===== src/rtl/ntpd_pkg.sv =====
// Shared types, constants and table functions for the NTP seconds to local date block.
package ntpd_pkg;

  typedef enum logic [2:0] {
    S_IDLE,
    S_DAYS,
    S_HOUR,
    S_MIN,
    S_YEAR,
    S_MONTH,
    S_FINISH
  } state_e;

  typedef enum logic [2:0] {
    OP_NONE,
    OP_LOAD,
    OP_DIV_DAYS,
    OP_DIV_HOUR,
    OP_DIV_MIN,
    OP_YEAR,
    OP_MONTH,
    OP_OUT
  } op_e;

  typedef struct packed {
    op_e  op;
    logic last;
  } cmd_t;

  typedef struct packed {
    logic year_done;
    logic month_done;
    logic out_free;
  } status_t;

  localparam int unsigned ZONE_COUNT = 50;
  localparam logic [5:0]  ZONE_RESET = 6'd39;

  localparam logic [31:0] SECS_PER_DAY  = 32'd86400;
  localparam logic [31:0] SECS_PER_HOUR = 32'd3600;
  localparam logic [31:0] SECS_PER_MIN  = 32'd60;

  localparam logic [3:0] DAY_STEPS  = 4'd1;
  localparam logic [3:0] HOUR_STEPS = 4'd1;
  localparam logic [3:0] MIN_STEPS  = 4'd1;

  localparam logic [25:0] DAY_RECIP  = 26'd50903317;
  localparam logic [13:0] HOUR_RECIP = 14'd9321;
  localparam logic [10:0] MIN_RECIP  = 11'd1093;

  localparam logic [3:0] MONTH_FEB = 4'd2;
  localparam logic [3:0] MONTH_APR = 4'd4;
  localparam logic [3:0] MONTH_JUN = 4'd6;
  localparam logic [3:0] MONTH_SEP = 4'd9;
  localparam logic [3:0] MONTH_NOV = 4'd11;
  localparam logic [3:0] MONTH_DEC = 4'd12;

  localparam int ZONE_OFFSET [ZONE_COUNT] = '{
    -43200, -39600, -36000, -34200, -32400, -28800, -28800, -25200,
    -25200, -21600, -21600, -18000, -18000, -18000, -16200, -14400,
    -14400, -12600, -10800,  -7200,  -3600,      0,      0,   3600,
      3600,   3600,   7200,   7200,  10800,  10800,  12600,  14400,
     16200,  18000,  19800,  20700,  21600,  23400,  25200,  28800,
     32400,  34200,  36000,  37800,  39600,  41400,  43200,  45900,
     46800,  50400
  };

  function automatic logic [31:0] zone_offset(input logic [5:0] idx);
    logic [31:0] off;
    off = '0;
    if (32'(idx) < ZONE_COUNT) begin
      off = 32'(ZONE_OFFSET[idx]);
    end
    return off;
  endfunction

  function automatic logic [4:0] month_length(input logic [3:0] m, input logic leap);
    logic [4:0] len;
    len = 5'd31;
    case (m) inside
      MONTH_FEB: len = leap ? 5'd29 : 5'd28;
      MONTH_APR, MONTH_JUN, MONTH_SEP, MONTH_NOV: len = 5'd30;
      default: len = 5'd31;
    endcase
    return len;
  endfunction

endpackage


===== src/rtl/ntpd_ctrl.sv =====
// Sequencer for the date conversion: divide steps, year loop, month loop, result hand-off.
module ntpd_ctrl (
  input  logic             clk_i,
  input  logic             rst_ni,
  input  logic             in_valid_i,
  output logic             in_stall_o,
  input  ntpd_pkg::status_t status_i,
  output ntpd_pkg::cmd_t    cmd_o
);
  import ntpd_pkg::*;

  state_e     state_q, state_d;
  logic [3:0] cnt_q, cnt_d;
  logic       last;

  assign last = (cnt_q == '0);

  always_ff @(posedge clk_i or negedge rst_ni) begin
    if (!rst_ni) begin
      state_q <= S_IDLE;
      cnt_q   <= '0;
    end else begin
      state_q <= state_d;
      cnt_q   <= cnt_d;
    end
  end

  always_comb begin
    state_d = state_q;
    cnt_d   = cnt_q - 4'd1;
    unique case (state_q)
      S_IDLE: begin
        cnt_d = DAY_STEPS;
        if (in_valid_i) state_d = S_DAYS;
      end
      S_DAYS: begin
        if (last) begin
          state_d = S_HOUR;
          cnt_d   = HOUR_STEPS;
        end
      end
      S_HOUR: begin
        if (last) begin
          state_d = S_MIN;
          cnt_d   = MIN_STEPS;
        end
      end
      S_MIN: begin
        if (last) state_d = S_YEAR;
      end
      S_YEAR: begin
        if (status_i.year_done) state_d = S_MONTH;
      end
      S_MONTH: begin
        if (status_i.month_done) state_d = S_FINISH;
      end
      S_FINISH: begin
        if (status_i.out_free) state_d = S_IDLE;
      end
      default: state_d = S_IDLE;
    endcase
  end

  always_comb begin
    cmd_o.op   = OP_NONE;
    cmd_o.last = last;
    in_stall_o = 1'b1;
    unique case (state_q)
      S_IDLE: begin
        in_stall_o = 1'b0;
        if (in_valid_i) cmd_o.op = OP_LOAD;
      end
      S_DAYS:  cmd_o.op = OP_DIV_DAYS;
      S_HOUR:  cmd_o.op = OP_DIV_HOUR;
      S_MIN:   cmd_o.op = OP_DIV_MIN;
      S_YEAR: begin
        if (!status_i.year_done) cmd_o.op = OP_YEAR;
      end
      S_MONTH: begin
        if (!status_i.month_done) cmd_o.op = OP_MONTH;
      end
      S_FINISH: begin
        if (status_i.out_free) cmd_o.op = OP_OUT;
      end
      default: cmd_o.op = OP_NONE;
    endcase
  end

endmodule


===== src/rtl/ntpd_dp.sv =====
// Datapath: zone register, reciprocal-multiply divide steps, year and month counters, result register.
module ntpd_dp #(
  parameter int EPOCH_YEAR = 1900
) (
  input  logic              clk_i,
  input  logic              rst_ni,
  input  logic              cfg_we_i,
  input  logic [5:0]        cfg_wdata_i,
  input  logic [31:0]       ntp_seconds_i,
  input  ntpd_pkg::cmd_t    cmd_i,
  output ntpd_pkg::status_t status_o,
  output logic              out_valid_o,
  input  logic              out_stall_i,
  output logic [10:0]       year_o,
  output logic [3:0]        month_o,
  output logic [4:0]        day_o,
  output logic [4:0]        hour_o,
  output logic [5:0]        minute_o,
  output logic [5:0]        second_o
);
  import ntpd_pkg::*;

  localparam logic [10:0] YEAR_INIT = 11'(EPOCH_YEAR);
  localparam logic [1:0]  Y4_INIT   = 2'(EPOCH_YEAR % 4);
  localparam logic [6:0]  Y100_INIT = 7'(EPOCH_YEAR % 100);
  localparam logic [8:0]  Y400_INIT = 9'(EPOCH_YEAR % 400);
  localparam logic [6:0]  Y100_LAST = 7'd99;
  localparam logic [8:0]  Y400_LAST = 9'd399;

  logic [5:0]  zone_q;
  logic [31:0] rem_q, rem_d;
  logic [15:0] days_q, days_d;
  logic [10:0] year_q, year_d;
  logic [3:0]  month_q, month_d;
  logic [1:0]  y4_q, y4_d;
  logic [6:0]  y100_q, y100_d;
  logic [8:0]  y400_q, y400_d;
  logic [4:0]  hour_q, hour_d;
  logic [5:0]  minute_q, minute_d;
  logic [5:0]  second_q, second_d;
  logic        out_valid_q;

  logic [50:0] day_prod;
  logic [26:0] hour_prod;
  logic [20:0] min_prod;
  logic [31:0] sec_left;
  logic        leap;
  logic [8:0]  ylen;
  logic [4:0]  mlen;

  assign day_prod  = 51'(rem_q[31:7]) * 51'(DAY_RECIP);
  assign hour_prod = 27'(rem_q[16:4]) * 27'(HOUR_RECIP);
  assign min_prod  = 21'(rem_q[11:2]) * 21'(MIN_RECIP);
  assign sec_left  = rem_q - 32'(minute_q) * SECS_PER_MIN;

  assign leap = (y400_q == '0) || ((y100_q != '0) && (y4_q == '0));
  assign ylen = leap ? 9'd366 : 9'd365;
  assign mlen = month_length(month_q, leap);

  assign status_o.year_done  = (days_q < 16'(ylen));
  assign status_o.month_done = (days_q < 16'(mlen)) || (month_q >= MONTH_DEC);
  assign status_o.out_free   = !out_valid_q || !out_stall_i;

  always_ff @(posedge clk_i or negedge rst_ni) begin
    if (!rst_ni) begin
      zone_q      <= ZONE_RESET;
      out_valid_q <= 1'b0;
    end else begin
      if (cfg_we_i) zone_q <= cfg_wdata_i;
      if (cmd_i.op == OP_OUT) begin
        out_valid_q <= 1'b1;
      end else if (!out_stall_i) begin
        out_valid_q <= 1'b0;
      end
    end
  end

  always_comb begin
    rem_d    = rem_q;
    days_d   = days_q;
    year_d   = year_q;
    month_d  = month_q;
    y4_d     = y4_q;
    y100_d   = y100_q;
    y400_d   = y400_q;
    hour_d   = hour_q;
    minute_d = minute_q;
    second_d = second_q;
    unique case (cmd_i.op)
      OP_LOAD: begin
        rem_d   = ntp_seconds_i + zone_offset(zone_q);
        year_d  = YEAR_INIT;
        month_d = 4'd1;
        y4_d    = Y4_INIT;
        y100_d  = Y100_INIT;
        y400_d  = Y400_INIT;
      end
      OP_DIV_DAYS: begin
        if (cmd_i.last) begin
          rem_d = rem_q - 32'(days_q) * SECS_PER_DAY;
        end else begin
          days_d = day_prod[50:35];
        end
      end
      OP_DIV_HOUR: begin
        if (cmd_i.last) begin
          rem_d = rem_q - 32'(hour_q) * SECS_PER_HOUR;
        end else begin
          hour_d = hour_prod[25:21];
        end
      end
      OP_DIV_MIN: begin
        if (cmd_i.last) begin
          second_d = sec_left[5:0];
        end else begin
          minute_d = min_prod[19:14];
        end
      end
      OP_YEAR: begin
        days_d = days_q - 16'(ylen);
        year_d = year_q + 11'd1;
        y4_d   = y4_q + 2'd1;
        y100_d = (y100_q == Y100_LAST) ? '0 : y100_q + 7'd1;
        y400_d = (y400_q == Y400_LAST) ? '0 : y400_q + 9'd1;
      end
      OP_MONTH: begin
        days_d  = days_q - 16'(mlen);
        month_d = month_q + 4'd1;
      end
      default: ;
    endcase
  end

  always_ff @(posedge clk_i) begin
    rem_q    <= rem_d;
    days_q   <= days_d;
    year_q   <= year_d;
    month_q  <= month_d;
    y4_q     <= y4_d;
    y100_q   <= y100_d;
    y400_q   <= y400_d;
    hour_q   <= hour_d;
    minute_q <= minute_d;
    second_q <= second_d;
    if (cmd_i.op == OP_OUT) begin
      year_o   <= year_q;
      month_o  <= month_q;
      day_o    <= days_q[4:0] + 5'd1;
      hour_o   <= hour_q;
      minute_o <= minute_q;
      second_o <= second_q;
    end
  end

  assign out_valid_o = out_valid_q;

  a_out_load: assert property (@(posedge clk_i) disable iff (!rst_ni)
    (cmd_i.op == OP_OUT) |=> out_valid_q)
    else $error("result register not valid after load");

  a_year_fits: assert property (@(posedge clk_i) disable iff (!rst_ni)
    (cmd_i.op == OP_YEAR) |-> (days_q >= 16'(ylen)))
    else $error("year step would underflow the day count");

  a_month_range: assert property (@(posedge clk_i) disable iff (!rst_ni)
    out_valid_q |-> (month_o >= 4'd1 && month_o <= MONTH_DEC && day_o != '0))
    else $error("month or day out of range");

  a_time_range: assert property (@(posedge clk_i) disable iff (!rst_ni)
    out_valid_q |-> (hour_o < 5'd24 && minute_o < 6'd60 && second_o < 6'd60))
    else $error("time of day out of range");

endmodule


===== src/rtl/ntp_seconds_to_local_date.sv =====
// Top level: NTP seconds count to local calendar date and time of day.
//
// Input channel: ntp_seconds_i with in_valid_i / in_stall_o. A transaction is
// taken when valid is high and stall is low; stall is low only while the
// sequencer is idle, so one transaction is in work at a time.
// Output channel: year/month/day/hour/minute/second with out_valid_o /
// out_stall_i. The result sits in an output register, so a new input
// transaction can be taken while the previous result waits for the receiver.
// Sequence: the accepting edge loads the zone-adjusted count; then the day,
// hour and minute splits (each a reciprocal multiply, then the remainder),
// the year loop (one year length taken off per elapsed year, then a closing
// test), the month loop (one month length per elapsed month, ending at
// December at the latest), and the hand-off into the output register.
// The year loop dominates the conversion time.
// A new transaction is taken only once the previous result has been handed
// to the output register, and that hand-off waits while it is not free.
// Configuration: cfg_we_i writes cfg_wdata_i into the zone index; write only
// while idle. Reset sets the zone index to UTC+8 (index 39) and empties the
// output register. If the receiver stalls, the finished result holds and the
// sequencer waits in its last step until the output register frees up.
module ntp_seconds_to_local_date #(
  parameter int EPOCH_YEAR = 1900
) (
  input  logic        clk_i,
  input  logic        rst_ni,
  input  logic        cfg_we_i,
  input  logic [5:0]  cfg_wdata_i,
  input  logic        in_valid_i,
  output logic        in_stall_o,
  input  logic [31:0] ntp_seconds_i,
  output logic        out_valid_o,
  input  logic        out_stall_i,
  output logic [10:0] year_o,
  output logic [3:0]  month_o,
  output logic [4:0]  day_o,
  output logic [4:0]  hour_o,
  output logic [5:0]  minute_o,
  output logic [5:0]  second_o
);
  import ntpd_pkg::*;

  cmd_t    cmd;
  status_t status;

  ntpd_ctrl u_ctrl (
    .clk_i      (clk_i),
    .rst_ni     (rst_ni),
    .in_valid_i (in_valid_i),
    .in_stall_o (in_stall_o),
    .status_i   (status),
    .cmd_o      (cmd)
  );

  ntpd_dp #(
    .EPOCH_YEAR (EPOCH_YEAR)
  ) u_dp (
    .clk_i         (clk_i),
    .rst_ni        (rst_ni),
    .cfg_we_i      (cfg_we_i),
    .cfg_wdata_i   (cfg_wdata_i),
    .ntp_seconds_i (ntp_seconds_i),
    .cmd_i         (cmd),
    .status_o      (status),
    .out_valid_o   (out_valid_o),
    .out_stall_i   (out_stall_i),
    .year_o        (year_o),
    .month_o       (month_o),
    .day_o         (day_o),
    .hour_o        (hour_o),
    .minute_o      (minute_o),
    .second_o      (second_o)
  );

endmodule

===== config.mk =====
export PLATFORM = sky130hd
export DESIGN_NAME = ntp_seconds_to_local_date
export DESIGN_NICKNAME = d
export VERILOG_FILES = /design/src/rtl/ntpd_pkg.sv /design/src/rtl/ntpd_ctrl.sv /design/src/rtl/ntpd_dp.sv /design/src/rtl/ntp_seconds_to_local_date.sv
export SDC_FILE = /design/constraint.sdc
export NUM_CORES = 1
export LEC_CHECK = 0
export BUFFER_PORTS_ARGS = -buffer_cell sky130_fd_sc_hd__clkbuf_2
export CAP_MARGIN = 25
export CORE_MARGIN = 10
export CORE_UTILIZATION = 53
export DETAILED_ROUTE_END_ITERATION = 16
export PLACE_DENSITY = 0.7
export RECOVER_POWER = 25
export SKIP_CTS_REPAIR_TIMING = 1
export SYNTH_ARGS = -nofsm -noshare
export SYNTH_HDL_FRONTEND = slang
export SYNTH_SLANG_ARGS = --single-unit

===== constraint.sdc =====
create_clock -name clk_i -period 11 [get_ports clk_i]
set_clock_uncertainty 0.2 [all_clocks]
set_input_delay 0.55 -clock clk_i [delete_from_list [all_inputs] [get_ports clk_i]]
set_output_delay 0.55 -clock clk_i [all_outputs]
set_load 0.01 [all_outputs]

# == Word level (Yosys, flattened, before mapping) ==
# Memories as Yosys holds them, arrays and structs flattened.
# Index checks and enable logic that the tools add are counted.
# op_classes
addsub,13
n_mul,6
order_cmp,5
eq_ne,31
n_mux,38
n_bitwise,2
n_reduce_logical,23
# ops
cell,count
32-bit 2-to-1 mux,6
32-bit one-hot mux with 3 select lines,1
"25-bit by 26-bit multiplier with 51-bit output, second input constant",1
16-bit one-hot mux with 3 select lines,1
3-bit one-hot mux with 7 select lines,2
32-bit adder,1
32-bit by 17-bit subtractor with 32-bit output,1
32-bit subtractor,1
3-bit 2-to-1 mux,10
"13-bit by 14-bit multiplier with 26-bit output, second input constant",1
"16-bit by 10-bit multiplier with 25-bit output, second input constant",1
11-bit one-hot mux with 2 select lines,1
"3-bit equality test, second input constant",7
"10-bit by 11-bit multiplier with 20-bit output, second input constant",1
9-bit one-hot mux with 2 select lines,1
16-bit by 5-bit less-than comparator with 1-bit output,1
16-bit by 9-bit less-than comparator with 1-bit output,1
16-bit 2-to-1 mux,1
4-bit one-hot mux with 2 select lines,2
16-bit by 5-bit subtractor with 16-bit output,1
16-bit by 9-bit subtractor with 16-bit output,1
7-bit one-hot mux with 2 select lines,1
"5-bit by 8-bit multiplier with 13-bit output, second input constant",1
"3-bit by 2-bit equality test with 1-bit output, second input constant",4
44 further kinds,69
# totals
regBits,149
rom_bits,2048
input_bits,43
out_inout_bits,39
elab_cells,139
n_memories,1
# memory_table
memory,depth,word_bits,read_ports,rd_clocked_by_memory_dff,write_ports,line_no,text
(name not given),64,32,1,0,0,ntpd_pkg.sv:72,off = 32'(ZONE_OFFSET[idx]);

# == Logic depth before layout (Yosys ltp) ==
# depth
ltp_word,13
depth_mapped,28
ltp_nobuf,27

# == Hierarchy ==
# From an unflattened synthesis, not the netlist that was laid out.
# unflattened
hier_cells,2854
hier_area_um2,27138.5
# by_module_without_submodules
mod,n_inst,cells_per_inst,area_per_inst_um2,seq_area_each_um2
ntpd_dp,1,2804,26673.1,4234.1
ntpd_ctrl,1,50,465.4,175.2

# == Worst setup path before layout ==
# Ideal clock, no wire load.
# synth_path
path_type,register -> register
start,reg u_dp.y400_q[8]
end,reg u_dp.y100_q[0] (enable)
setup_ps,573
arrival_ps,7206
t_required_ps,10227
setup_slack_ps,3021
path_stages_with_launch,16
n_path_buf,1
synth_period_minus_slack_ps,7979
cell_sequence,edfxtp_1 -> nor4_1 -> and3_1 -> a21oi_1 -> nand2_1 -> a21oi_1 -> a21oi_1 -> ha_1 -> fa_1 -> nor2b_1 -> a21oi_1 -> nor3b_1 -> nor3b_2 -> nor2_1 -> clkbuf_1 -> a2111oi_0
# synth_between
elab_chain_cells,10
elab_cells_between_ends,14
classes_between,2 x order compare; 2 x eq/ne; 6 x mux; 4 x reduce/logical
# synth_lines
element,line_no,text
"start, declared",ntpd_dp.sv:37,"logic [8:0] y400_q, y400_d;"
"start signal, assigned",ntpd_dp.sv:141,y400_q <= y400_d;
9-bit zero test (*),ntpd_dp.sv:56,assign leap = (y400_q == '0) || ((y100_q != '0) && (y4_q == '0));
1-bit logical OR (*),ntpd_dp.sv:56,
1-bit 2-to-1 mux,ntpd_pkg.sv:81,MONTH_FEB: len = leap ? 5'd29 : 5'd28;
5-bit 2-to-1 mux,ntpd_pkg.sv:80,case (m) inside
16-bit by 5-bit less-than comparator with 1-bit output,ntpd_dp.sv:61,assign status_o.month_done = (days_q < 16'(mlen)) || (month_q >= MONTH_DEC);
1-bit logical OR,ntpd_dp.sv:61,
3-bit 2-to-1 mux,ntpd_ctrl.sv:80,if (!status_i.month_done) cmd_o.op = OP_MONTH;
3-bit one-hot mux with 7 select lines (*),ntpd_ctrl.sv:68,unique case (state_q)
3-bit equality test or 3-bit by 1-bit equality test with 1-bit output (tied branches),ntpd_dp.sv:89,unique case (cmd_i.op)
2-bit nonzero test (no source line) (*),n/a,
"end signal, assigned",ntpd_dp.sv:140,y100_q <= y100_d;
"end, declared",ntpd_dp.sv:36,"logic [6:0] y100_q, y100_d;"
# Every way passes the cells marked *; elsewhere a longest branch is shown, timed or not.
# A chain may end at the register's enable or synchronous reset.

# == Worst setup path after layout ==
# layout_path
start,reg u_dp.rem_q[24]
end,"reg u_dp.days_q[5], data pin"
# layout_between
elab_chain_cells,3
# layout_lines
element,line_no,text
"start, declared",ntpd_dp.sv:31,"logic [31:0] rem_q, rem_d;"
"start signal, assigned",ntpd_dp.sv:135,rem_q <= rem_d;
25-bit by 26-bit multiplier with 51-bit output,ntpd_dp.sv:51,assign day_prod = 51'(rem_q[31:7]) * 51'(DAY_RECIP);
16-bit 2-to-1 mux,ntpd_dp.sv:99,if (cmd_i.last) begin
16-bit one-hot mux with 3 select lines,ntpd_dp.sv:89,
via u_dp.days_d[5],ntpd_dp.sv:32,"logic [15:0] days_q, days_d;"
"end signal, assigned",ntpd_dp.sv:136,days_q <= days_d;
"end, declared",ntpd_dp.sv:32,
# The timed path passes the listed nets, and every way through them passes these cells. The select of a mux whose other input is x is not followed.

==> results.cfg <==
[sta]
post-route-period-util_pct = 71.30
finalMaxSlewViolations = 42
fin_setup_tns_ns = 0
setup_viol = 0
rsz0062_at_grt = no
tightest_slew_ns = 1.613
slew-limit-headroom_pct = -7.538
post-route-min-period_ns = 7.843
timing.fmax_ghz = 0.1275
hold_violations = 0

[place]
place_hpwl_mm = 58.66
place_congestion = 0.9535
port_buffers = 81

[synth]
synth_edf_count = 135
async_reset_ff_share_pct = 9.396
synthesis.nets = 3671
synthDistinctLibCells = 87
yosysWarnings = 0
syn_avg_cell_area_um2 = 9.674
ys_seq_area_share_pct = 16.53
synth_ff_type = edfxtp_1
ys_ff_latch = 149
syn_area_um2 = 26680
syn_inst = 2758

[clocking]
cts_tree = done
clk_latency_ns = 0.46
cts_sinks = 149
path_clk_slew_ns = 0.08
cts_buffers = 17
h-tree-depth = 4
clockBufferDepth = 2
root_buffer = clkbuf_16

[floorplanning]
die_h_um = 244.4
ios = 82
die_w_um = 244.4
die_area_um2 = 59710
core_area_um2 = 49970
start_util_pct = 53.40
floorplan.rows = 82

[global_route]
grtUsageTotal_pct = 23.54
grt_max_degree = 42
grt_antenna_before_repair = 1
grt_overflow = 0
grt_pass1_vias = 20940
grt_pass1_wl_mm = 111.9

[worst_setup_path]
cp-start-kind = flop
required_ns = 10.98
path_cells = fa_1 > ha_1 > fa_1 > inv_1 > fa_1 > inv_1 > fa_1 > inv_1 > fa_1 > fa_1 > inv_1 > ha_1 > nand3_1 > nor4_2 > nand4_1 > a221oi_2 > o2111ai_2 > a21boi_4 > or2_1 > a21oi_1 > xor2_1 > o22ai_1
cp_common_cell = fa_1
crit_start = u_dp.rem_q[24]
arrival_ns = 7.82
crit_slowest_cell = edfxtp_1
reg2regPathDepth = 22
cp-end-kind = flop
ff2ff_setup_slack_ns = 3.16
rr_endpoint = u_dp.days_q[5]
crit_fanout = 11
r2r_start = u_dp.rem_q[24]
worst_path_largest_cell_delay_ns = 0.87
criticalPathCategory = flop to flop

[detailed_routing]
num_vias = 20020
drt_iter0_markers = 1168
drt-total-wl_mm = 69.65
viasPerCell = 5.685
routedWlPerCell_um = 19.78
drc = 0
antenna_left = 0
firstDrtPassIters = 6

[cells_and_area]
drive_above_1_share_pct = 4.810
fin_nets = 3749
syn2layout_area_growth_pct = 6.744
fillers = 4478

[status]
violations = max-capacitance violations, max-slew violations
status = complete, but fails checks

[hold_path]
holdPathStages = 3
min_from = cfg_wdata_i[2]
whs_endpoint = u_dp.zone_q[2]
hp-class = primary input to flop

[run]
drv_cap = 1
==> cells in the final DEF, fill, tap and decap left out, types with 79 or more instances in the layout <==
cell      instances
fa_1            256
a21oi_1         134
nor2_1          113
nand2_1         123
o21ai_0          88
ha_1            614
a21o_1           79
edfxtp_1        135
inv_1           535
xnor2_1         101
==> worst max-delay path, delay by kind of cell, from the launching register on <==
family / cells / cell delay (ns)
AOI/OAI and AO/OA: 5 / 1.28
adders and majority gates: 8 / 3.76
and+or+nand+nor: 4 / 0.97
buffers and inverters: 4 / 0.20
DFF: 1 / 0.87
xor gates and xnor gates: 1 / 0.28
==> worst max path at each step <==
stage / cells past startpoint / endpoint / slack (ns)
floorplan: 15 / u_dp.y100_q[0] / 3.02
global placement: 21 / u_dp.days_q[1] / 3.18
detailed placement: 21 / u_dp.days_q[1] / 3.13
CTS: 21 / u_dp.days_q[1] / 3.11
global route: 21 / u_dp.days_q[1] / 2.81
finish: 22 / u_dp.days_q[5] / 3.16
==> through the flow <==
step / hold slack [ns] / instance area [um^2] / worst slack, ns / utilization [%] / cells
after global placement: 0.2009 / 27930 / 3.177 / 55.89 / 3487
after global routing: 0.1034 / 28480 / 2.805 / 56.99 / 3520
after detailed placement: 0.2045 / 27930 / 3.127 / 55.89 / 3487
final: 0.08265 / 28480 / 3.157 / 57.00 / 3521
after floorplan: 0.05441 / 26680 / 3.021 / - / 2758
after CTS: -0.1656 / 28500 / 3.107 / 57.04 / 3518
==> routing by layer <==
metal  vias up  share of wire (%)  routed length (um)  global-route usage (%)
li1       9601                  -                   -                       -
met1      9779                 44               30740                   30.34
met2       534                 48               33470                   40.25
met3       103                5.0                3472                   3.248
met4         0                2.8                1969                   7.361
met5         -                  0                   0                       0
==> sequential cells by signal, summed over array words and instances (netlist names), 5 cells and up <==
register,cells
u_dp.year_o,11
u_dp.day_o,5
u_dp.year_q,11
u_dp.second_o,6
u_dp.zone_q,6
u_dp.hour_q,5
u_dp.rem_q,32
u_dp.y100_q,7
u_dp.y400_q,9
u_dp.hour_o,5
u_dp.minute_o,6
u_dp.days_q,16
u_dp.second_q,6
u_dp.minute_q,6
==> logic make-up (layout without fill, tap and decap cells) <==
logic type | Yosys count | count (layout) | synth area share [%]
flops | 149 | 149 | 16.53
compound gates | 541 | 541 | 13.52
simple gates | 451 | 451 | 8.240
xor+xnor | 163 | 163 | 5.351
buf+inv | 579 | 669 | 8.165
other cells | 0 | 1 | 0
mux | 5 | 5 | 0.1970
fa+ha+maj | 870 | 870 | 48.00
==> cell type report <==
| type | count | area (um^2) | share of cell area (%) |
|---|---|---|---|
| multi-input combinational | 2030 | 20110 | 70.63 |
| sequential | 149 | 4409 | 15.48 |
| inverter | 535 | 2008 | 7.051 |
| tap | 672 | 840.8 | 2.952 |
| timing repair buffer | 103 | 533.0 | 1.872 |
| clock buffer | 17 | 425.4 | 1.494 |
| clock inverter | 14 | 146.4 | 0.5140 |
| antenna | 1 | 2.502 | 0.008787 |
==> synth_stat cells, types with 7 or more instances <==
cell type | number | area [um^2]
o211ai_1 | 12 | 90.09
nand4_1 | 13 | 81.33
nor2b_1 | 21 | 131.4
o221ai_1 | 18 | 157.7
edfxtp_1 | 135 | 4054
o21bai_1 | 18 | 135.1
nand3_1 | 40 | 200.2
nand2_1 | 123 | 461.7
xor2_1 | 62 | 543.0
a221oi_1 | 7 | 61.31
inv_1 | 535 | 2008
o21ai_0 | 89 | 445.4
and2_1 | 15 | 93.84
clkbuf_1 | 38 | 142.6
a21boi_0 | 7 | 52.55
a21oi_1 | 134 | 670.6
a31oi_1 | 20 | 125.1
ha_1 | 614 | 7682
o21ai_1 | 21 | 105.1
a211oi_1 | 17 | 127.6
a311oi_1 | 8 | 70.07
dfrtp_1 | 10 | 250.2
a21o_1 | 79 | 593.1
o22ai_1 | 14 | 87.58
or3_1 | 11 | 68.82
xnor2_1 | 101 | 884.6
nand2b_1 | 25 | 156.4
nor2_1 | 114 | 427.9
and3_1 | 30 | 187.7
a22oi_1 | 14 | 105.1
nor3_1 | 30 | 150.1
fa_1 | 256 | 5125
o31ai_1 | 7 | 52.55
o21a_1 | 17 | 127.6
Power is left out: the tool's default activity adds up to more than one toggle a clock period on the data nets, which glitch-free logic cannot reach.
